[src/rtl/plob_ram.sv]
`timescale 1ns / 1ps
module plob_ram #(
    parameter int W  = 8,
    parameter int D  = 16,
    parameter int AW = (D > 1) ? $clog2(D) : 1
) (
    input  logic          i_clk,
    input  logic          i_we,
    input  logic [AW-1:0] i_waddr,
    input  logic [W-1:0]  i_wdata,
    input  logic [AW-1:0] i_raddr,
    output logic [W-1:0]  o_rdata
);
    logic [W-1:0] r_mem [D];

    always_ff @(posedge i_clk) begin
        if (i_we) begin
            r_mem[i_waddr] <= i_wdata;
        end
        o_rdata <= r_mem[i_raddr];
    end
endmodule

[config.mk]
export PLATFORM = sky130hd
export DESIGN_NAME = plob_ram
export DESIGN_NICKNAME = d
export VERILOG_FILES = /design/src/rtl/plob_ram.sv
export SDC_FILE = /design/constraint.sdc
export NUM_CORES = 1
export LEC_CHECK = 0
export ABC_CLOCK_PERIOD_IN_PS = 1600
export BUFFER_PORTS_ARGS = -buffer_cell sky130_fd_sc_hd__buf_4
export CAP_MARGIN = 20
export CORE_ASPECT_RATIO = 2
export CORE_MARGIN = 2
export CORE_UTILIZATION = 54
export CTS_CLUSTER_DIAMETER = 80
export DETAILED_ROUTE_END_ITERATION = 6
export GPL_ROUTABILITY_DRIVEN = 0
export PLACE_DENSITY = 0.74
export SLEW_MARGIN = 40
export SYNTH_ARGS = -nofsm -noshare
export SYNTH_HDL_FRONTEND = slang
export SYNTH_SLANG_ARGS = --single-unit
[constraint.sdc]
create_clock -name i_clk -period 1.6 [get_ports i_clk]
set_clock_uncertainty 0.1 [all_clocks]
set_input_delay 0.16 -clock i_clk [delete_from_list [all_inputs] [get_ports i_clk]]
set_output_delay 0.16 -clock i_clk [all_outputs]
set_load 0.005 [all_outputs]
==> metrics <==
Post-Route WL=9.85 mm; power density over the cells=about 1300 nW/µm²; syn_area_per_cell=22.5 µm²; # fillers=589; period utilization=89.6%; synth warn=0; vias in the first global route=2,602; post-synthesis mux area share=15.0%; wire length per cell=23.7 µm; Synth Area in Adders=0%; Post-DRT Antenna Nets=0; largest family of logic cells by synthesized area=multiplexers; largest net degree at the start of global routing=17; grt ovf=0; final net count=approximately 320; Core ar.=9320 µm²; Mapped Nets=about 250; initial drt markers=243; Clock Pin Slew Worst Setup and Hold Paths=0.06 ns; clock root cell=clkbuf_16; Slew Viols, Final=0; flops & latches, synth=136; Synth cell types=19; worst slew pin tran=between 0.3 and 0.4 ns; Final Setup Violations=0; post-CTS setup buffer count=0; via count=2,470; worst-skew pair later-pin latency=0.41 ns; startpoint class of the critical path=flop; clock tree buffer depth=2; Placed Area=5650 µm²; most common cell after layout, fill and taps aside=edfxtp_1; final setup margin=0.166 ns; simple-gate portion of the synthesized area=3.18%; I/O Buffers=25; Max FO, Critical Path=1; DRC errors left=0; Finished Cell Area=6250 µm²; first-pass GRT wire length=15.1 mm; Hold WS=0.167 ns; gr usage total=21.5%; total CTS buffers=17; Max IR drop VDD=between 800 and 900 µV; Die W=73.0 µm; Die Y=142 µm; Num Clock Sinks=between 100 and 150; Setup crit end kind=flop; XOR/XNOR Fraction of Synth Area=0%; commonest cells after routing, fill and taps aside=edfxtp_1, buf_4, mux4_2, clkbuf_16, a22oi_1; die footprint=10,400 µm²; Worst EP required=1.79 ns; DRT Pass-1 Iters=4; CP arrival=1.63 ns; Vias per Instance=5.94; RSZ-0062 raised after global routing=false; CTS tree=done; Seq/Total Area, Yosys=77.8%; Initial Util=55.2%; Setup CP Type=flop to flop; min Tclk post-route=1.43 ns; ANT cells=0; status=finished, final reports clean; Max Cap Viol=0; Lkg Pwr=0.00216 µW; Max Freq=697 MHz; Synth-to-Final Area Change=21.4%; Placement Rows=50; Post-Place Setup Slack=-0.00645 ns; layout cell share with drive strength beyond 1=31.4%; synthesized cell area=5150 µm²; hpwl dp=6.73 mm; Hold Vio Cnt, Final=0; worst hold path class=input pin to flop; complex-gate fraction of the synthesized area=2.33%; Max H-tree Level=4; Cells after Synth=229; initial antenna violation count=0; headroom to the max-slew limit=73.7%; Ports=26
==> worst paths after layout <==
check / startpoint / to / slack (ns) / cells past startpoint
setup reg to reg: r_mem[1][3]$_DFFE_PP_ / o_rdata[3]$_DFF_P_ / 0.17 / 3
hold reg to reg: r_mem[12][1]$_DFFE_PP_ / o_rdata[1]$_DFF_P_ / 0.58 / 3
setup / recovery: r_mem[1][3]$_DFFE_PP_ / o_rdata[3]$_DFF_P_ / 0.17 / 3
hold / removal: i_waddr[0] / r_mem[0][1]$_DFFE_PP_ / 0.17 / 3
==> Yosys cell counts <==
cell	instances	area share (%)
nand2_1	9	0.66
nor3_1	4	0.39
mux4_2	18	7.9
edfxtp_1	128	75
and2b_1	1	0.15
buf_2	3	0.29
clkdlybuf4s25_2	3	0.58
a22oi_1	16	2.3
nor2_1	13	0.95
nand3_1	1	0.097
nand2b_1	2	0.24
buf_6	3	0.66
dfxtp_1	8	3.1
or3b_2	1	0.17
buf_4	1	0.15
mux4_1	14	7.1
nor2b_1	1	0.12
nand3b_1	2	0.29
and2_1	1	0.12
==> worst max-delay path, stage by stage, from the launching register on <==
cell and delay (ns):
edfxtp_1 0.35, mux4_1 0.50, a22oi_1 0.26, nand2_1 0.10
==> power by group <==
group | internal (µW) | switching (µW) | leakage (µW)
combinational | 217 | 208 | 0.000695
clock | 2080 | 1300 | 0.000246
sequential | 3990 | 23.1 | 0.00122
total | 6280 | 1540 | 0.00216
==> layer usage <==
metal / global-route usage [%] / part of all wire [%]
met1: 23.6 / 36
met2: 37.4 / 57
met3: 6.16 / 4.7
met4: 9.94 / 1.7
met5: 0 / 0
==> cell type report <==
class / instances / area, µm² / share of cell area (%)
flip-flops and latches: 136 / 4000 / 64.1
multi-input cells: 83 / 1060 / 17.0
repair buffers: 62 / 536 / 8.57
clock buffers: 19 / 433 / 6.93
well taps: 104 / 130 / 2.08
clock inverters: 12 / 86.3 / 1.38
==> cell families (layout without fill, tap and decap cells) <==
logic type	Yosys count	count (layout)
DFF	136	136
buffers and inverters	10	93
AOI/OAI and AO/OA	16	16
muxes	32	32
and+or+nand+nor	35	35
==> through the flow <==
stage	util, %	total power [µW]	setup TNS, ns	instances
6_report	67.1	7820	0	416
5_1_grt	67.1	8090	0	416
4_1_cts	67.1	7900	0	416
3_5_place_dp	60.6	4490	-0.00645	377
3_3_place_gp	60.6	4480	-0.00583	377
2_1_floorplan	-	4280	0	229
==> timing repair <==
action | CTS | global route
hold endpoints to repair | 128 | 0
resized for setup | 0 | 0
hold buffers | 8 | 0
==> sequential cells by signal (all words and copies together) (netlist names) <==
signal   cells
r_mem      128
o_rdata      8
No activity file was read; power rests on OpenSTA's default activity.
